<file path="src/kot_pkg.sv">
// Shared types, token codes and character tables for the keyword/operator tokenizer.
`timescale 1ns / 1ps

package kot_pkg;

    // Default sizing
    localparam int KOT_VALUE_BITS   = 32;
    localparam int KOT_PREFIX_CHARS = 5;
    localparam int KOT_LENGTH_BITS  = 16;
    localparam int KOT_QUEUE_DEPTH  = 4;

    // Token codes
    localparam logic [4:0] TOK_NONE    = 5'd0;
    localparam logic [4:0] TOK_FOR     = 5'd1;
    localparam logic [4:0] TOK_IF      = 5'd2;
    localparam logic [4:0] TOK_THEN    = 5'd3;
    localparam logic [4:0] TOK_ELSE    = 5'd4;
    localparam logic [4:0] TOK_WHILE   = 5'd5;
    localparam logic [4:0] TOK_DO      = 5'd6;
    localparam logic [4:0] TOK_IDENT   = 5'd10;
    localparam logic [4:0] TOK_NUMBER  = 5'd11;
    localparam logic [4:0] TOK_HASH    = 5'd12;
    localparam logic [4:0] TOK_PLUS    = 5'd13;
    localparam logic [4:0] TOK_MINUS   = 5'd14;
    localparam logic [4:0] TOK_STAR    = 5'd15;
    localparam logic [4:0] TOK_SLASH   = 5'd16;
    localparam logic [4:0] TOK_COLON   = 5'd17;
    localparam logic [4:0] TOK_ASSIGN  = 5'd18;
    localparam logic [4:0] TOK_LT      = 5'd19;
    localparam logic [4:0] TOK_NE      = 5'd20;
    localparam logic [4:0] TOK_LE      = 5'd21;
    localparam logic [4:0] TOK_GT      = 5'd22;
    localparam logic [4:0] TOK_GE      = 5'd23;
    localparam logic [4:0] TOK_EQ      = 5'd24;
    localparam logic [4:0] TOK_SEMI    = 5'd25;
    localparam logic [4:0] TOK_LPAREN  = 5'd26;
    localparam logic [4:0] TOK_RPAREN  = 5'd27;

    // Characters
    localparam logic [7:0] CH_SPACE   = 8'd32;
    localparam logic [7:0] CH_CR      = 8'd13;
    localparam logic [7:0] CH_LF      = 8'd10;
    localparam logic [7:0] CH_HASH    = 8'h23;
    localparam logic [7:0] CH_PLUS    = 8'h2B;
    localparam logic [7:0] CH_MINUS   = 8'h2D;
    localparam logic [7:0] CH_STAR    = 8'h2A;
    localparam logic [7:0] CH_SLASH   = 8'h2F;
    localparam logic [7:0] CH_COLON   = 8'h3A;
    localparam logic [7:0] CH_LESS    = 8'h3C;
    localparam logic [7:0] CH_GREATER = 8'h3E;
    localparam logic [7:0] CH_EQUAL   = 8'h3D;
    localparam logic [7:0] CH_SEMI    = 8'h3B;
    localparam logic [7:0] CH_LPAREN  = 8'h28;
    localparam logic [7:0] CH_RPAREN  = 8'h29;
    localparam logic [7:0] CH_ZERO    = 8'h30;
    localparam logic [7:0] CH_NINE    = 8'h39;

    // Keyword table: text right-justified, one byte per character
    localparam int KW_COUNT   = 6;
    localparam int KW_MAX_LEN = 5;
    localparam logic [KW_MAX_LEN*8-1:0] KW_FOR_TEXT   = 40'("for");
    localparam logic [KW_MAX_LEN*8-1:0] KW_IF_TEXT    = 40'("if");
    localparam logic [KW_MAX_LEN*8-1:0] KW_THEN_TEXT  = 40'("then");
    localparam logic [KW_MAX_LEN*8-1:0] KW_ELSE_TEXT  = 40'("else");
    localparam logic [KW_MAX_LEN*8-1:0] KW_WHILE_TEXT = 40'("while");
    localparam logic [KW_MAX_LEN*8-1:0] KW_DO_TEXT    = 40'("do");

    // Operator held over for one character to look for a pair
    typedef enum logic [1:0] {
        PEND_NONE    = 2'd0,
        PEND_COLON   = 2'd1,
        PEND_LESS    = 2'd2,
        PEND_GREATER = 2'd3
    } pend_t;

    // Input request
    typedef struct packed {
        logic [7:0] char_code;
        logic       end_of_text;
    } kot_in_t;

    // Result request
    typedef struct packed {
        logic [4:0]  token_code;
        logic [31:0] number_value;
        logic        number_saturated;
        logic [15:0] word_length;
        logic        last_of_run;
    } kot_out_t;

    // One token without the run marker
    typedef struct packed {
        logic [4:0]  token_code;
        logic [31:0] number_value;
        logic        number_saturated;
        logic [15:0] word_length;
    } kot_tok_t;

    // Queue entry: every token that one input request causes
    typedef struct packed {
        kot_tok_t   first;
        logic       has_second;
        logic [4:0] second_code;
    } kot_entry_t;

    function automatic int unsigned kw_len(input int unsigned k);
        int unsigned n;
        case (k)
            0:       n = 3;
            1:       n = 2;
            2:       n = 4;
            3:       n = 4;
            4:       n = 5;
            default: n = 2;
        endcase
        return n;
    endfunction

    function automatic logic [4:0] kw_code(input int unsigned k);
        logic [4:0] code;
        case (k)
            0:       code = TOK_FOR;
            1:       code = TOK_IF;
            2:       code = TOK_THEN;
            3:       code = TOK_ELSE;
            4:       code = TOK_WHILE;
            default: code = TOK_DO;
        endcase
        return code;
    endfunction

    // Character j (from the start) of keyword k
    function automatic logic [7:0] kw_char(input int unsigned k, input int unsigned j);
        logic [KW_MAX_LEN*8-1:0] text;
        case (k)
            0:       text = KW_FOR_TEXT;
            1:       text = KW_IF_TEXT;
            2:       text = KW_THEN_TEXT;
            3:       text = KW_ELSE_TEXT;
            4:       text = KW_WHILE_TEXT;
            default: text = KW_DO_TEXT;
        endcase
        return text[(kw_len(k) - 1 - j) * 8 +: 8];
    endfunction

    // Single-character operator code, TOK_NONE for anything else
    function automatic logic [4:0] single_code(input logic [7:0] c);
        logic [4:0] code;
        unique case (c)
            CH_HASH:    code = TOK_HASH;
            CH_PLUS:    code = TOK_PLUS;
            CH_MINUS:   code = TOK_MINUS;
            CH_STAR:    code = TOK_STAR;
            CH_SLASH:   code = TOK_SLASH;
            CH_COLON:   code = TOK_COLON;
            CH_LESS:    code = TOK_LT;
            CH_GREATER: code = TOK_GT;
            CH_EQUAL:   code = TOK_EQ;
            CH_SEMI:    code = TOK_SEMI;
            CH_LPAREN:  code = TOK_LPAREN;
            CH_RPAREN:  code = TOK_RPAREN;
            default:    code = TOK_NONE;
        endcase
        return code;
    endfunction

    // Operators that may open a two-character pair
    function automatic pend_t pend_of(input logic [7:0] c);
        pend_t p;
        unique case (c)
            CH_COLON:   p = PEND_COLON;
            CH_LESS:    p = PEND_LESS;
            CH_GREATER: p = PEND_GREATER;
            default:    p = PEND_NONE;
        endcase
        return p;
    endfunction

    function automatic logic [4:0] pend_code(input pend_t p);
        logic [4:0] code;
        unique case (p)
            PEND_COLON: code = TOK_COLON;
            PEND_LESS:  code = TOK_LT;
            default:    code = TOK_GT;
        endcase
        return code;
    endfunction

    // Two-character operator formed by a held operator and c, TOK_NONE if none
    function automatic logic [4:0] pair_code(input pend_t p, input logic [7:0] c);
        logic [4:0] code;
        code = TOK_NONE;
        if (p == PEND_COLON && c == CH_EQUAL)
            code = TOK_ASSIGN;
        else if (p == PEND_LESS && c == CH_GREATER)
            code = TOK_NE;
        else if (p == PEND_LESS && c == CH_EQUAL)
            code = TOK_LE;
        else if (p == PEND_GREATER && c == CH_EQUAL)
            code = TOK_GE;
        return code;
    endfunction

    function automatic kot_tok_t op_tok(input logic [4:0] code);
        kot_tok_t t;
        t.token_code       = code;
        t.number_value     = '0;
        t.number_saturated = 1'b0;
        t.word_length      = '0;
        return t;
    endfunction

endpackage

</file>
<file path="src/keyword_operator_tokenizer.sv">
// A character's first token is queued when the character is accepted, then loaded into the output
// register; tok_valid is high from then on. One character per cycle while the queue is
// not full; a character that yields two tokens holds the output register for both, and
// the four-entry queue between front and back absorbs bursts. Sustained rate is bounded
// by the single output register: one token per cycle while tok_ready is high.
// Reset: rst_n is asynchronous, active low; it clears the word state, held operator,
// queue pointers and output valid. No clearing pass is needed.
`timescale 1ns / 1ps

module keyword_operator_tokenizer
    import kot_pkg::*;
#(
    parameter int VALUE_BITS   = KOT_VALUE_BITS,
    parameter int PREFIX_CHARS = KOT_PREFIX_CHARS,
    parameter int LENGTH_BITS  = KOT_LENGTH_BITS,
    parameter int QUEUE_DEPTH  = KOT_QUEUE_DEPTH
)
(
    input  logic     clk,
    input  logic     rst_n,
    input  logic     src_valid,
    output logic     src_ready,
    input  kot_in_t  src_data,
    output logic     tok_valid,
    input  logic     tok_ready,
    output kot_out_t tok_data
);

    logic       q_full;
    logic       q_push;
    kot_entry_t q_push_entry;
    logic       q_pop;
    logic       q_nonempty;
    kot_entry_t q_head;

    // Character intake and classification
    kot_front #(
        .VALUE_BITS   (VALUE_BITS),
        .PREFIX_CHARS (PREFIX_CHARS),
        .LENGTH_BITS  (LENGTH_BITS)
    ) u_front (
        .clk       (clk),
        .rst_n     (rst_n),
        .src_valid (src_valid),
        .src_ready (src_ready),
        .src_data  (src_data),
        .full      (q_full),
        .push      (q_push),
        .entry     (q_push_entry)
    );

    // Decoupling queue
    kot_queue #(
        .DEPTH (QUEUE_DEPTH)
    ) u_queue (
        .clk        (clk),
        .rst_n      (rst_n),
        .push       (q_push),
        .push_entry (q_push_entry),
        .full       (q_full),
        .pop        (q_pop),
        .nonempty   (q_nonempty),
        .head       (q_head)
    );

    // Token output
    kot_back u_back (
        .clk        (clk),
        .rst_n      (rst_n),
        .q_nonempty (q_nonempty),
        .q_head     (q_head),
        .q_pop      (q_pop),
        .tok_valid  (tok_valid),
        .tok_ready  (tok_ready),
        .tok_data   (tok_data)
    );

endmodule

</file>
<file path="src/kot_front.sv">
// Front end: accepts characters, builds words, classifies tokens and queues them.
`timescale 1ns / 1ps

module kot_front
    import kot_pkg::*;
#(
    parameter int VALUE_BITS   = KOT_VALUE_BITS,
    parameter int PREFIX_CHARS = KOT_PREFIX_CHARS,
    parameter int LENGTH_BITS  = KOT_LENGTH_BITS
)
(
    input  logic       clk,
    input  logic       rst_n,
    input  logic       src_valid,
    output logic       src_ready,
    input  kot_in_t    src_data,
    input  logic       full,
    output logic       push,
    output kot_entry_t entry
);

    localparam logic [VALUE_BITS-1:0]  VALUE_MAX  = '1;
    localparam logic [LENGTH_BITS-1:0] LENGTH_MAX = '1;

    // Word state
    pend_t                   pend_reg, pend_next;
    logic [LENGTH_BITS-1:0]  count_reg, count_next;
    logic                    digits_reg, digits_next;
    logic [VALUE_BITS-1:0]   acc_reg, acc_next;
    logic                    clamped_reg, clamped_next;
    logic [7:0]              prefix_reg [PREFIX_CHARS];

    logic                    accept;
    logic [7:0]              c;
    logic [4:0]              op_c;
    pend_t                   start_c;
    logic [4:0]              pair_c;
    logic                    is_delim;
    logic                    nonempty;

    logic                    kw_hit;
    logic [4:0]              kw_sel;
    logic                    kw_match;
    kot_tok_t                word_tok;
    logic [VALUE_BITS+31:0]  acc_wide;
    logic [LENGTH_BITS+15:0] count_wide;

    logic                    a_valid, b_valid, use_char, word_clear, char_add;
    kot_tok_t                a_tok;

    logic                    is_digit;
    logic [VALUE_BITS+3:0]   acc_ext, acc_times10;
    logic                    overflow;

    assign src_ready = !full;
    assign accept    = src_valid && !full;
    assign c         = src_data.char_code;
    assign op_c      = single_code(c);
    assign start_c   = pend_of(c);
    assign pair_c    = pair_code(pend_reg, c);
    assign is_delim  = (c == CH_SPACE) || (c == CH_CR) || (c == CH_LF);
    assign nonempty  = (count_reg != '0);

    // Keyword compare over the stored prefix, all keywords in parallel
    always_comb
    begin
        kw_hit = 1'b0;
        kw_sel = TOK_IDENT;
        for (int k = 0; k < KW_COUNT; k++)
        begin
            kw_match = (count_reg == LENGTH_BITS'(kw_len(k)));
            for (int j = 0; j < KW_MAX_LEN; j++)
            begin
                if (j < kw_len(k) && prefix_reg[j] != kw_char(k, j))
                    kw_match = 1'b0;
            end
            if (kw_match)
            begin
                kw_hit = 1'b1;
                kw_sel = kw_code(k);
            end
        end
    end

    // Token for the word collected so far
    assign acc_wide   = {32'b0, acc_reg};
    assign count_wide = {16'b0, count_reg};

    always_comb
    begin
        word_tok.word_length = count_wide[15:0];
        if (kw_hit)
        begin
            word_tok.token_code       = kw_sel;
            word_tok.number_value     = '0;
            word_tok.number_saturated = 1'b0;
        end
        else if (digits_reg)
        begin
            word_tok.token_code       = TOK_NUMBER;
            word_tok.number_value     = acc_wide[31:0];
            word_tok.number_saturated = clamped_reg;
        end
        else
        begin
            word_tok.token_code       = TOK_IDENT;
            word_tok.number_value     = '0;
            word_tok.number_saturated = 1'b0;
        end
    end

    // Classify the request: held operator or word first, then a new operator
    always_comb
    begin
        pend_next  = pend_reg;
        a_valid    = 1'b0;
        a_tok      = word_tok;
        b_valid    = 1'b0;
        use_char   = 1'b1;
        word_clear = 1'b0;
        char_add   = 1'b0;
        if (src_data.end_of_text)
        begin
            word_clear = 1'b1;
            pend_next  = PEND_NONE;
            if (pend_reg != PEND_NONE)
            begin
                a_valid = 1'b1;
                a_tok   = op_tok(pend_code(pend_reg));
            end
            else
                a_valid = nonempty;
        end
        else
        begin
            // A held operator always leaves the word empty
            if (pend_reg != PEND_NONE)
            begin
                a_valid   = 1'b1;
                pend_next = PEND_NONE;
                if (pair_c != TOK_NONE)
                begin
                    a_tok    = op_tok(pair_c);
                    use_char = 1'b0;
                end
                else
                    a_tok = op_tok(pend_code(pend_reg));
            end
            if (use_char)
            begin
                if (op_c != TOK_NONE)
                begin
                    a_valid    = a_valid | nonempty;
                    word_clear = 1'b1;
                    if (start_c != PEND_NONE)
                        pend_next = start_c;
                    else
                        b_valid = 1'b1;
                end
                else if (is_delim)
                begin
                    a_valid    = a_valid | nonempty;
                    word_clear = 1'b1;
                end
                else
                    char_add = 1'b1;
            end
        end
    end

    assign push              = accept && (a_valid || b_valid);
    assign entry.first       = a_valid ? a_tok : op_tok(op_c);
    assign entry.has_second  = a_valid && b_valid;
    assign entry.second_code = op_c;

    // Decimal accumulate: acc * 10 + digit, saturating
    assign is_digit    = (c >= CH_ZERO) && (c <= CH_NINE);
    assign acc_ext     = {4'b0, acc_reg};
    assign acc_times10 = (acc_ext << 3) + (acc_ext << 1)
                         + (VALUE_BITS + 4)'(c[3:0]);
    assign overflow    = (acc_times10[VALUE_BITS+3:VALUE_BITS] != 4'b0);

    always_comb
    begin
        count_next   = count_reg;
        digits_next  = digits_reg;
        acc_next     = acc_reg;
        clamped_next = clamped_reg;
        if (word_clear)
        begin
            count_next   = '0;
            digits_next  = 1'b1;
            acc_next     = '0;
            clamped_next = 1'b0;
        end
        else if (char_add)
        begin
            if (count_reg != LENGTH_MAX)
                count_next = count_reg + 1'b1;
            if (!is_digit)
                digits_next = 1'b0;
            else if (digits_reg)
            begin
                if (clamped_reg || overflow)
                begin
                    acc_next     = VALUE_MAX;
                    clamped_next = 1'b1;
                end
                else
                    acc_next = acc_times10[VALUE_BITS-1:0];
            end
        end
    end

    // Control and word registers
    always_ff @(posedge clk or negedge rst_n)
    begin
        if (!rst_n)
        begin
            pend_reg    <= PEND_NONE;
            count_reg   <= '0;
            digits_reg  <= 1'b1;
            acc_reg     <= '0;
            clamped_reg <= 1'b0;
        end
        else if (accept)
        begin
            pend_reg    <= pend_next;
            count_reg   <= count_next;
            digits_reg  <= digits_next;
            acc_reg     <= acc_next;
            clamped_reg <= clamped_next;
        end
    end

    // First characters of the word, for the keyword compare
    always_ff @(posedge clk)
    begin
        for (int i = 0; i < PREFIX_CHARS; i++)
        begin
            if (accept && char_add && count_reg == LENGTH_BITS'(i))
                prefix_reg[i] <= c;
        end
    end

`ifndef SYNTHESIS
    // A held operator is only ever set after the word was flushed
    assert property (@(posedge clk) disable iff (!rst_n)
        pend_reg != PEND_NONE |-> count_reg == '0)
        else $error("operator held while a word is open");

    // The saturation flag always comes with the maximum value
    assert property (@(posedge clk) disable iff (!rst_n)
        clamped_reg |-> acc_reg == VALUE_MAX)
        else $error("saturation flag out of step with accumulator");
`endif

endmodule

</file>
<file path="src/kot_queue.sv">
// Small request queue between the classifying front end and the output back end.
`timescale 1ns / 1ps

module kot_queue
    import kot_pkg::*;
#(
    parameter int DEPTH = KOT_QUEUE_DEPTH
)
(
    input  logic       clk,
    input  logic       rst_n,
    input  logic       push,
    input  kot_entry_t push_entry,
    output logic       full,
    input  logic       pop,
    output logic       nonempty,
    output kot_entry_t head
);

    localparam int PTR_BITS = (DEPTH > 1) ? $clog2(DEPTH) : 1;
    localparam int CNT_BITS = $clog2(DEPTH + 1);

    kot_entry_t            slot_reg [DEPTH];
    logic [PTR_BITS-1:0]   wr_reg, wr_next;
    logic [PTR_BITS-1:0]   rd_reg, rd_next;
    logic [CNT_BITS-1:0]   count_reg, count_next;

    assign full     = (count_reg == CNT_BITS'(DEPTH));
    assign nonempty = (count_reg != '0);
    assign head     = slot_reg[rd_reg];

    // Pointer and fill count update
    always_comb
    begin
        wr_next    = wr_reg;
        rd_next    = rd_reg;
        count_next = count_reg;
        if (push)
            wr_next = (wr_reg == PTR_BITS'(DEPTH - 1)) ? '0 : wr_reg + 1'b1;
        if (pop)
            rd_next = (rd_reg == PTR_BITS'(DEPTH - 1)) ? '0 : rd_reg + 1'b1;
        if (push && !pop)
            count_next = count_reg + 1'b1;
        else if (pop && !push)
            count_next = count_reg - 1'b1;
    end

    always_ff @(posedge clk or negedge rst_n)
    begin
        if (!rst_n)
        begin
            wr_reg    <= '0;
            rd_reg    <= '0;
            count_reg <= '0;
        end
        else
        begin
            wr_reg    <= wr_next;
            rd_reg    <= rd_next;
            count_reg <= count_next;
        end
    end

    // Entry storage
    always_ff @(posedge clk)
    begin
        if (push)
            slot_reg[wr_reg] <= push_entry;
    end

`ifndef SYNTHESIS
    // Front end honors the full flag
    assert property (@(posedge clk) disable iff (!rst_n)
        push |-> count_reg != CNT_BITS'(DEPTH))
        else $error("push into full queue");

    // Back end only pops what is there
    assert property (@(posedge clk) disable iff (!rst_n)
        pop |-> count_reg != '0)
        else $error("pop from empty queue");
`endif

endmodule

</file>
<file path="src/kot_back.sv">
// Back end: splits queued entries into single tokens and drives the output register.
`timescale 1ns / 1ps

module kot_back
    import kot_pkg::*;
(
    input  logic       clk,
    input  logic       rst_n,
    input  logic       q_nonempty,
    input  kot_entry_t q_head,
    output logic       q_pop,
    output logic       tok_valid,
    input  logic       tok_ready,
    output kot_out_t   tok_data
);

    logic     out_valid_reg, out_valid_next;
    logic     phase_reg, phase_next;
    kot_out_t out_reg, out_next;
    logic     load;

    // Load a new token whenever the output register is free or being taken
    assign load  = q_nonempty && (!out_valid_reg || tok_ready);
    assign q_pop = load && (phase_reg || !q_head.has_second);

    always_comb
    begin
        if (phase_reg)
        begin
            out_next.token_code       = q_head.second_code;
            out_next.number_value     = '0;
            out_next.number_saturated = 1'b0;
            out_next.word_length      = '0;
            out_next.last_of_run      = 1'b1;
        end
        else
        begin
            out_next.token_code       = q_head.first.token_code;
            out_next.number_value     = q_head.first.number_value;
            out_next.number_saturated = q_head.first.number_saturated;
            out_next.word_length      = q_head.first.word_length;
            out_next.last_of_run      = !q_head.has_second;
        end
        out_valid_next = load || (out_valid_reg && !tok_ready);
        phase_next     = load ? (!phase_reg && q_head.has_second) : phase_reg;
    end

    always_ff @(posedge clk or negedge rst_n)
    begin
        if (!rst_n)
        begin
            out_valid_reg <= 1'b0;
            phase_reg     <= 1'b0;
        end
        else
        begin
            out_valid_reg <= out_valid_next;
            phase_reg     <= phase_next;
        end
    end

    always_ff @(posedge clk)
    begin
        if (load)
            out_reg <= out_next;
    end

    assign tok_valid = out_valid_reg;
    assign tok_data  = out_reg;

`ifndef SYNTHESIS
    // While the second token of an entry is owed, that entry stays at the head
    assert property (@(posedge clk) disable iff (!rst_n)
        phase_reg |-> q_nonempty && q_head.has_second)
        else $error("second token owed but entry gone");
`endif

endmodule

</file>
<file path="config.mk">
export PLATFORM = sky130hd
export DESIGN_NAME = keyword_operator_tokenizer
export DESIGN_NICKNAME = d
export VERILOG_FILES = /design/src/kot_pkg.sv /design/src/keyword_operator_tokenizer.sv /design/src/kot_front.sv /design/src/kot_queue.sv /design/src/kot_back.sv
export SDC_FILE = /design/constraint.sdc
export NUM_CORES = 1
export LEC_CHECK = 0
export BUFFER_PORTS_ARGS = -buffer_cell sky130_fd_sc_hd__buf_4
export CAP_MARGIN = 25
export CORE_ASPECT_RATIO = 0.75
export CORE_UTILIZATION = 56
export DETAILED_ROUTE_END_ITERATION = 8
export HOLD_SLACK_MARGIN = 0.05
export PLACE_DENSITY_LB_ADDON = 0.08
export SKIP_CTS_REPAIR_TIMING = 1
export SLEW_MARGIN = 15
export SYNTH_ARGS = -nofsm -noshare
export SYNTH_HDL_FRONTEND = slang
export SYNTH_SLANG_ARGS = --single-unit
</file>
<file path="constraint.sdc">
create_clock -name clk -period 4.57 [get_ports clk]
set_clock_uncertainty 0.1 [all_clocks]
set_input_delay 0.2285 -clock clk [delete_from_list [all_inputs] [get_ports clk]]
set_output_delay 0.2285 -clock clk [all_outputs]
set_load 0.03 [all_outputs]
</file>
Word level (Yosys, flattened, before mapping)
Memory sizes are Yosys's and may differ from the RTL's.
Cells that the tools add are included.
{"block": "word_totals", "ff_bits": 116, "latch_bits": 0, "ramBits": 280, "mem_bits_ro": 0, "input_bits": 13, "output_inout_bits": 57, "elab_cells": 247, "mem_count": 2}
{"name": "u_queue.slot_reg", "depth": 4, "word_bits": 60, "read_ports": 1, "rd_clocked_by_memory_dff": 0, "write_ports": 1, "line": "kot_queue.sv:23", "source": "kot_entry_t slot_reg [DEPTH];"}
{"name": "u_front.prefix_reg", "depth": 5, "word_bits": 8, "read_ports": 5, "rd_clocked_by_memory_dff": 0, "write_ports": 1, "line": "kot_front.sv:31", "source": "logic [7:0] prefix_reg [PREFIX_CHARS];"}
{"block": "classes", "addsub": 7, "mul": 0, "div": 0, "magnitude_cmp": 2, "eq_ne": 46, "n_shift": 0, "muxes": 118, "bitwise_logic": 1, "n_reduce_logical": 56}
{"cell": "$mux 54", "n": 5}
{"cell": "$mux 32", "n": 5}
{"cell": "$ne 8x7->1 const B", "n": 18}
{"cell": "$eq 8x6->1 const B", "n": 13}
{"cell": "$mux 1", "n": 72}
{"cell": "$pmux 5 s12", "n": 1}
{"cell": "$mux 55", "n": 1}
{"cell": "$mux 16", "n": 3}
{"cell": "$mux 5", "n": 9}
{"cell": "$mux 38", "n": 1}
{"cell": "$add 35x33->36", "n": 1}
{"cell": "$add 36x4->36", "n": 1}
{"cell": "$mux 34", "n": 1}
{"cell": "$eq 16x2->1 const B", "n": 2}
{"cell": "$eq 16x3->1 const B", "n": 2}
{"cell": "$mux 8", "n": 4}
{"cell": "$reduce_or 8->1", "n": 4}
{"cell": "$logic_and 1x1->1", "n": 20}
{"cell": "$mux 3", "n": 6}
{"cell": "$add 16x1->16 const B", "n": 1}
{"cell": "$eq 16x1->1 const B", "n": 1}
{"cell": "$eq 8x4->1 const B", "n": 2}
{"cell": "$logic_not 16->1", "n": 1}
{"cell": "$ne 16x16->1 const B", "n": 1}
{"cell": "other kinds (24)", "n": 55}

Longest topological paths before layout
Gate-level depths: netlist of run 1.
{"block": "logic_depth", "word_depth": 21, "mapped_depth": 15, "ltp_nobuf": 14}

Hierarchy
From an unflattened synthesis of run 1, not the netlist that was laid out.
{"block": "hier_totals", "cells_unflattened": 1288, "area_unflattened_um2": 18486.5}
{"module": "kot_queue", "instances": 1, "cells_each": 351, "area_per_inst_um2": 9143.8, "seq_area_each_um2": 7382.1}
{"module": "kot_front", "instances": 1, "cells_each": 812, "area_per_inst_um2": 7190.6, "seq_area_each_um2": 2503.7}
{"module": "kot_back", "instances": 1, "cells_each": 125, "area_per_inst_um2": 2152.1, "seq_area_each_um2": 1701.6}

Worst setup path after synthesis of run 1
OpenSTA, ideal clock, no wires.
{"block": "synth_path", "path_kind": "flip-flop to flip-flop", "startpoint": "reg u_back.out_valid_reg, in the netlist u_back.tok_valid", "endpoint": "reg u_queue.count_reg[1]", "arrival_time_ns": 4.666, "path_slack_ns": -0.321, "path_stages_with_launch": 8, "path_buffers": 0, "period_less_slack_ns": 4.891, "cell_sequence": "dfrtp_1 a21oi_1 and2_1 inv_1 ha_1 inv_1 fa_1 mux2_2"}
{"block": "synth_via", "elab_chain_cells": 7, "word_cells_on_any_way": 9, "classes_between": "mux: 1; reduce/logical: 8"}
{"element": "from (decl)", "line": "kot_back.sv:17", "source": "logic out_valid_reg, out_valid_next;"}
{"element": "from (signal assigned)", "line": "kot_back.sv:57", "source": "out_valid_reg <= out_valid_next;"}
{"element": "$logic_not 1->1", "line": "kot_back.sv:23", "source": "assign load = q_nonempty && (!out_valid_reg || tok_ready);"}
{"element": "$logic_or 1x1->1", "line": "kot_back.sv:23"}
{"element": "$logic_and 1x1->1", "line": "kot_back.sv:23"}
{"element": "via u_back.load", "line": "kot_back.sv:20", "source": "logic load;"}
{"element": "$logic_and 1x1->1", "line": "kot_back.sv:24", "source": "assign q_pop = load && (phase_reg || !q_head.has_second);"}
{"element": "$logic_not 1->1", "line": "kot_queue.sv:42", "source": "if (push && !pop)"}
{"element": "$logic_and 1x1->1", "line": "kot_queue.sv:42"}
{"element": "$mux 3", "line": "kot_queue.sv:42"}
{"element": "via u_queue.count_next[1]", "line": "kot_queue.sv:26", "source": "logic [CNT_BITS-1:0] count_reg, count_next;"}
{"element": "to (signal assigned)", "line": "kot_queue.sv:60", "source": "count_reg <= count_next;"}
{"element": "to (decl)", "line": "kot_queue.sv:26"}
The timed path passes the listed nets, and every way through them passes these cells.
A chain may end at the register's enable or synchronous reset.

Worst setup path after layout of run 1
{"block": "layout_path", "startpoint": "in src_data[4] (netlist name)", "endpoint": "reg u_front.acc_reg[1]"}
{"block": "layout_via", "elab_chain_cells": 14, "word_cells_on_any_way": 54, "classes_between": "add/sub: 1; order compare: 2; eq/ne: 15; mux: 21; reduce/logical: 15"}
{"element": "from (decl)", "line": "keyword_operator_tokenizer.sv:23", "source": "input kot_in_t src_data,"}
{"element": "$eq 8x6->1"}
{"element": "$logic_and 1x1->1", "line": "kot_pkg.sv:199", "source": "else if (p == PEND_GREATER && c == CH_EQUAL)"}
{"element": "$mux 5", "line": "kot_pkg.sv:199"}
{"element": "$mux 5", "line": "kot_pkg.sv:197", "source": "else if (p == PEND_LESS && c == CH_EQUAL)"}
{"element": "$mux 5", "line": "kot_pkg.sv:195", "source": "else if (p == PEND_LESS && c == CH_GREATER)"}
{"element": "$mux 5", "line": "kot_pkg.sv:193", "source": "if (p == PEND_COLON && c == CH_EQUAL)"}
{"element": "$reduce_bool 5->1", "line": "kot_front.sv:141", "source": "if (pair_c != TOK_NONE)"}
{"element": "$mux 1", "line": "kot_front.sv:141"}
{"element": "$mux 1", "line": "kot_front.sv:137", "source": "if (pend_reg != PEND_NONE)"}
{"element": "$mux 1", "line": "kot_front.sv:122", "source": "if (src_data.end_of_text)"}
{"element": "$mux 1", "line": "kot_front.sv:149", "source": "if (use_char)"}
{"element": "$mux 1", "line": "kot_front.sv:122"}
{"element": "$reduce_bool 2->1 (no source line)"}
{"element": "$reduce_and 4->1 (no source line)"}
{"element": "to (signal assigned)", "line": "kot_front.sv:231", "source": "acc_reg <= acc_next;"}
{"element": "to (decl)", "line": "kot_front.sv:29", "source": "logic [VALUE_BITS-1:0] acc_reg, acc_next;"}
Parallel ways exist; a longest one is shown, timed or not. The select of a mux whose other input is x is not followed.

==> impl_metrics.csv, run 1 <==
group,metric,value,unit
outcome,status,"complete, no violations",
global_route,grt_usage,23.6,%
setup_path,path_class,"input pin to flop",
setup_path,critical_path_required,4.93,ns
finish,nets,1388,
setup_path,critPathLaunchType,"input pin",
placement,dp_hpwl,24000,microns
route,drt_first_pass_iters,5,
run,maxCapViolCount,0,
synth,synth_top_area_cell,"edfxtp_1",
finish,antenna-diode-count,0,
synth,synthMuxAreaShare,8.24,%
synth,synth_area_leaders,"edfxtp_1 (56%), dfrtp_1 (8.3%), mux4_2 (7.5%)",
cts,clock_latency,0.54,ns
synth,synth_compound_area_share,7.07,%
global_route,grt_pass1_vias,10311,
sta,fmax,0.247,GHz
sta,finalMaxSlewViolations,0,
synth,synth.avg_cell_area,15.0,sq um
floorplan,die_w,209,microns
global_route,grt_max_degree,62,
synth,synthAdderAreaFrac,5.73,%
synth,postSynthCellCount,1204,
cts,clockBufferDepth,3,
cts,numCtsBuffers,38,
synth,ys_types,72,
floorplan,start_util,57.3,%
sta,whs,0.144,ns
pwr,p_per_area,522,nW/um^2
route,drc,0,
placement,io_buffers,69,
route,vias,10525,
placement,routabilityCongestion,0.932,
route,viasPerCell,6.08,
route,first_iter_violations,895,
finish,area_delta_synth_final,13.7,%
sta,finalSetupViolCount,0,
placement,place_inst,1647,
cts,clock_sinks,396,
pwr,finalPower,10.7,mW
floorplan,ios,70,
finish,final_cells,1730,
synth,syn-cell-area,18100,sq um
sta,worst_pin_slew,0.973,ns
synth,synth_xor_area_share,2.08,%
synth,ys_ff_latch,396,
pwr,irDropWorstVdd,0.352,mV
synth,synth-edff-count,335,
setup_path,cp.arrival,4.41,ns
floorplan,std_cell_rows,56,
floorplan,dieArea,33000,sq um
synth,yosys_warnings,0,
global_route,grt_antenna_before_repair,1,
setup_path,cp_max_fo,25,
synth,ys.flop_type,"edfxtp_1",
min_path,hp-class,"input pin to flop",
route,wl,37200,microns
pwr,p_leak,8.03,nW
synth,synth-simple-area-share,10.8,%
finish,layout-drive-gt1-share,18.9,%
synth,synthArstFlopShare,15.4,%
cts,clockRootBuffer,"clkbuf_16",
global_route,grt_pass1_wl,59200,microns
floorplan,core_area,31500,sq um
sta,rsz0062_at_grt,"no",
finish,final_util,65.2,%
sta,hold_viol_final,0,
sta,period_share,88.5,%
synth,syn_nets,1298,
route,routedWlPerCell,21.5,microns
floorplan,fp.dieH,158,microns
sta,post-route-min-period,4.05,ns
synth,yosysSeqAreaShare,64.1,%
cts,clk_pin_slew,0.06,ns
setup_path,crit_path_end_kind,"flop",
finish,largest_register_ffs,240,
global_route,overflow,0,
cts,htree_levels,2,
synth,synth_top_family_by_area,"simple AND/OR/NAND/NOR gates",
cts,tritoncts,"yes",
synth,netlist.area_leader.share,55.7,%
sta,slew_headroom,35.1,%
route,ant_nets,0,
sta,fin_setup_tns,0,ns
## cells in the mapped netlist (3+ instances only)
master,count
or3_1,8
dfrtp_1,60
nand4_1,14
and2_1,45
a21oi_1,45
a41oi_1,4
a211oi_1,5
nand4b_1,4
mux2_2,10
nand3_1,16
nand2_1,67
xnor2_1,19
mux4_2,60
inv_1,29
fa_1,3
or2_2,4
a221o_1,30
o211ai_1,5
clkbuf_1,35
buf_6,6
nor4_1,7
ha_1,78
or4_1,3
buf_2,3
o21a_1,6
a21o_1,11
o21ai_0,37
a31oi_1,10
nor2b_1,61
edfxtp_1,335
buf_1,7
xor2_1,24
nor3_1,15
and3_1,31
nand2b_1,12
nor2_1,46
## cells in the final DEF, fill, tap and decap left out, types with 4 or more instances in the layout
cell type / synthesis / layout
or3_1: 8 / 8
nand2b_1: 12 / 12
and2_1: 45 / 41
mux2_2: 10 / 10
clkbuf_16: 0 / 39
o21a_1: 6 / 6
xor2_1: 24 / 24
buf_12: 0 / 7
mux4_2: 60 / 60
dlygate4sd3_1: 0 / 11
xnor2_1: 19 / 19
dfrtp_1: 60 / 57
a21oi_1: 45 / 44
nor2_1: 46 / 46
a31oi_1: 10 / 10
a211oi_1: 5 / 5
and2_2: 0 / 4
clkinv_2: 0 / 8
nor3_1: 15 / 14
a41oi_1: 4 / 4
nand4_1: 14 / 14
a221o_1: 30 / 30
a21o_1: 11 / 11
o211ai_1: 5 / 5
ha_1: 78 / 78
buf_4: 0 / 83
clkbuf_1: 35 / 9
bufinv_16: 0 / 6
nand2_1: 67 / 67
o21ai_0: 37 / 37
inv_1: 29 / 29
nand3_1: 16 / 16
nor2b_1: 61 / 61
nand4b_1: 4 / 4
nor4_1: 7 / 7
edfxtp_1: 335 / 335
or2_2: 4 / 4
and3_1: 31 / 31
## worst max-delay path, cell delays in order
cell and delay (ns):
dlygate4sd3_1 0.54, buf_4 0.19, fa_1 0.52, ha_1 0.31, a21o_1 0.16, nand4_1 0.13
a211oi_1 0.50, o21a_1 0.27, a41oi_1 0.22, nor4bb_1 0.33, o21ai_0 0.19, a41oi_4 0.44
buf_12 0.24, a221o_1 0.14
## report_power, final
group,switching (mW),internal (mW),total (mW),leakage [nW]
Sequential,0.222,4.54,4.76,4.02
Combinational,1.57,1.13,2.70,3.36
Clock,1.32,1.95,3.27,0.641
Total,3.12,7.62,10.7,8.03
## kinds of logic after synthesis
logic type	count (synthesis)
mux	72
xor+xnor	43
simple gates	351
flops	396
fa+ha+maj	81
compound gates	181
buf+inv	80
## final timing paths
check                           depth (start not counted)                    to  slack, ns                 start
min in group asynchronous                               2   u_front.acc_reg[20]       0.27                 rst_n
worst max register to register                         12    u_front.acc_reg[1]       0.53    u_front.acc_reg[0]
worst min register to register                          1  u_queue.count_reg[2]       0.40  u_queue.count_reg[2]
worst min-delay path                                    4   u_front.pend_reg[1]       0.14             src_valid
max in group asynchronous                               2     u_queue.rd_reg[0]       3.44                 rst_n
worst max-delay path                                   14    u_front.acc_reg[1]       0.52           src_data[4]
## metal layers
metal  share of wire, %  global-route usage, %
met5                  0                      0
met4                1.6                   5.77
met3                5.8                   3.63
met2                 43                   34.8
met1                 50                   37.0
## stage by stage
| stage | area (sq um) | worst slack, ns |
|---|---|---|
| 2_1_floorplan | 18100 | 0.825 |
| 3_3_place_gp | 19100 | 0.736 |
| 3_5_place_dp | 19100 | 0.628 |
| 4_1_cts | 20400 | 0.556 |
| 5_1_grt | 20500 | 0.332 |
| 6_report | 20500 | 0.524 |
## area by class of cell
| cell class | instances | area (sq um) |
|---|---|---|
| Sequential cell | 396 | 11600 |
| Multi-Input combinational cell | 728 | 6160 |
| Tap cell | 406 | 508 |
| Timing Repair Buffer | 101 | 873 |
| Inverter | 29 | 109 |
| Clock buffer | 50 | 1040 |
| Clock inverter | 20 | 268 |
| Fill cell | 2260 | 11000 |
No activity file was read; power rests on OpenSTA's default activity.
==> inputs of run 2 (changes only) <==
--- a/config.mk
+++ b/config.mk
@@ -6,7 +6,7 @@
 export NUM_CORES = 1
 export LEC_CHECK = 0
 export BUFFER_PORTS_ARGS = -buffer_cell sky130_fd_sc_hd__buf_4
-export CAP_MARGIN = 25
+export CAP_MARGIN = 0
 export CORE_ASPECT_RATIO = 0.75
 export CORE_UTILIZATION = 56
 export DETAILED_ROUTE_END_ITERATION = 8
==> constraint.sdc (replaced) <==
create_clock -name clk -period 4.57 [get_ports clk]
set_clock_uncertainty 0.1 [all_clocks]
set_input_delay 0.457 -clock clk [delete_from_list [all_inputs] [get_ports clk]]
set_output_delay 0.457 -clock clk [all_outputs]
set_load 0.03 [all_outputs]
==> run 2 against run 1 <==
Against the previous run:
- setup slack improved by 0.14 ns
- sequential share of layout area rose by 0.51 points
- wire length fell by 2.6%
- maximum frequency rose by 3.5%
- sequential power barely moved
- utilization fell by 0.59 points
- combinational power barely moved
- non-clock buffer count fell by 10
- clock power fell by 4%
- via count fell by 1.4%
- final cell count fell by 0.64%
- flip-flop and latch count did not move
- critical endpoint is now u_front.acc_reg[23]
- largest power group unchanged
- highest routed layer unchanged
==> impl_metrics.csv, run 2 (same netlist as run 1, synthesis figures left out) <==
group,metric,value,unit
setup_path,cp_max_fo,27,
route,viasPerCell,6.04,
global_route,grt_util_met1,36.1,%
cts,clockBufferDepth,3,
floorplan,start_util,57.3,%
sta,hold_viol_final,0,
placement,place_inst,1646,
setup_path,ff2ff_path_depth,12,
finish,mostFrequentLayoutCell,"edfxtp_1",
pwr,p_leak,7.95,nW
sta,post-route-min-period,3.91,ns
finish,largest_register_ffs,240,
finish,nets,1378,
floorplan,fp.dieH,158,microns
finish,layout_common_cells,"edfxtp_1 (335), buf_4 (83), ha_1 (78)",
setup_path,critical_path_required,4.95,ns
route,first_iter_violations,736,
floorplan,std_cell_rows,56,
route,drc,0,
global_route,grt.busiest_layer,"met1",
finish,layout-drive-gt1-share,19.0,%
global_route,grt_pass1_vias,10117,
cts,clockRootBuffer,"clkbuf_16",
placement,io_buffers,69,
global_route,globalRouteMet3Util,4.11,%
sta,finalSetupViolCount,0,
cts,clock_latency,0.55,ns
cts,htree_levels,2,
sta,fin_setup_tns,0,ns
outcome,status,"complete, no violations",
sta,period_share,85.5,%
route,drt_first_pass_iters,5,
placement,dp_hpwl,23300,microns
setup_path,crit_path_end_kind,"flop",
finish,final_cells,1719,
sta,whs,0.0859,ns
placement,post_dp_cell_area,19100,sq um
sta,slew_headroom,30.5,%
finish,antenna-diode-count,0,
route,ant_nets,0,
sta,fmax,0.256,GHz
floorplan,core_area,31500,sq um
sta,finalMaxSlewViolations,0,
run,maxCapViolCount,0,
setup_path,cp.arrival,4.28,ns
setup_path,critPathLaunchType,"flop",
placement,place_ws,0.497,ns
global_route,overflow,0,
min_path,hp-class,"input pin to flop",
finish,area_delta_synth_final,12.7,%
global_route,grt_pass1_wl,57200,microns
global_route,grt_usage,22.9,%
min_path,hold_depth,1,
cts,numCtsBuffers,38,
cts,tritoncts,"yes",
pwr,p_per_area,518,nW/um^2
cts,clk_pin_slew,0.06,ns
global_route,grt_antenna_before_repair,0,
setup_path,path_class,"flop to flop",
sta,worst_pin_slew,1.03,ns
global_route,globalRouteMet2Util,32.9,%
floorplan,die_w,209,microns
global_route,grt_max_degree,62,
sta,finalWorstSetupSlack,0.662,ns
floorplan,dieArea,33000,sq um
route,routedWlPerCell,21.1,microns
route,wl,36300,microns
pwr,irDropWorstVdd,0.346,mV
placement,routabilityCongestion,0.879,
route,vias,10377,
cts,clock_sinks,396,
sta,rsz0062_at_grt,"no",
floorplan,ios,70,
finish,design_area,20400,sq um
## run 2: routing by layer
layer  routed length, microns  vias to the layer above
met5                        0                        -
met4                      507                        0
met3                     2160                       39
met1                    18500                     5212
li1                         -                     4835
met2                    15100                      291
## run 2: stage by stage
| step | utilization (%) | power, mW |
|---|---|---|
| after CTS | 64.5 | 10.7 |
| after global routing | 64.6 | 11.0 |
| final | 64.6 | 10.6 |
| after detailed placement | 60.5 | 7.54 |
| after global placement | 60.5 | 7.49 |
| after floorplan | - | 6.65 |
## run 2: final cells by class
| class | count | area, sq um |
|---|---|---|
| Sequential cell | 396 | 11600 |
| Fill cell | 2297 | 11200 |
| Multi-Input combinational cell | 728 | 6160 |
| Clock buffer | 52 | 1090 |
| Timing Repair Buffer | 91 | 743 |
| Tap cell | 406 | 508 |
| Clock inverter | 17 | 155 |
| Inverter | 29 | 109 |
## run 2: power breakdown
group / switching [mW] / internal, mW
combinational: 1.56 / 1.11
sequential: 0.219 / 4.54
clock: 1.32 / 1.80
## run 2: worst paths after layout
path | end | start | slack [ns]
min in group asynchronous | u_front.acc_reg[22] | rst_n | 0.50
setup / recovery | u_front.acc_reg[23] | u_front.acc_reg[0] | 0.66
hold reg to reg | u_queue.count_reg[2] | u_queue.count_reg[2] | 0.42
hold / removal | u_front.prefix_reg[0][37] | src_data[6] | 0.09
max in group asynchronous | u_queue.rd_reg[0] | rst_n | 3.21
setup reg to reg | u_front.acc_reg[23] | u_front.acc_reg[0] | 0.66
## run 2: critical path: stages, from the launching register on
cell      delay (ns)
dfrtp_1         0.44
fa_1            0.49
ha_1            0.29
a21o_1          0.13
nand4_1         0.13
a211oi_1        0.51
o21a_1          0.27
a41oi_1         0.19
nor4bb_1        0.31
o21ai_0         0.18
a41oi_4         0.41
buf_12          0.24
a221o_1         0.13
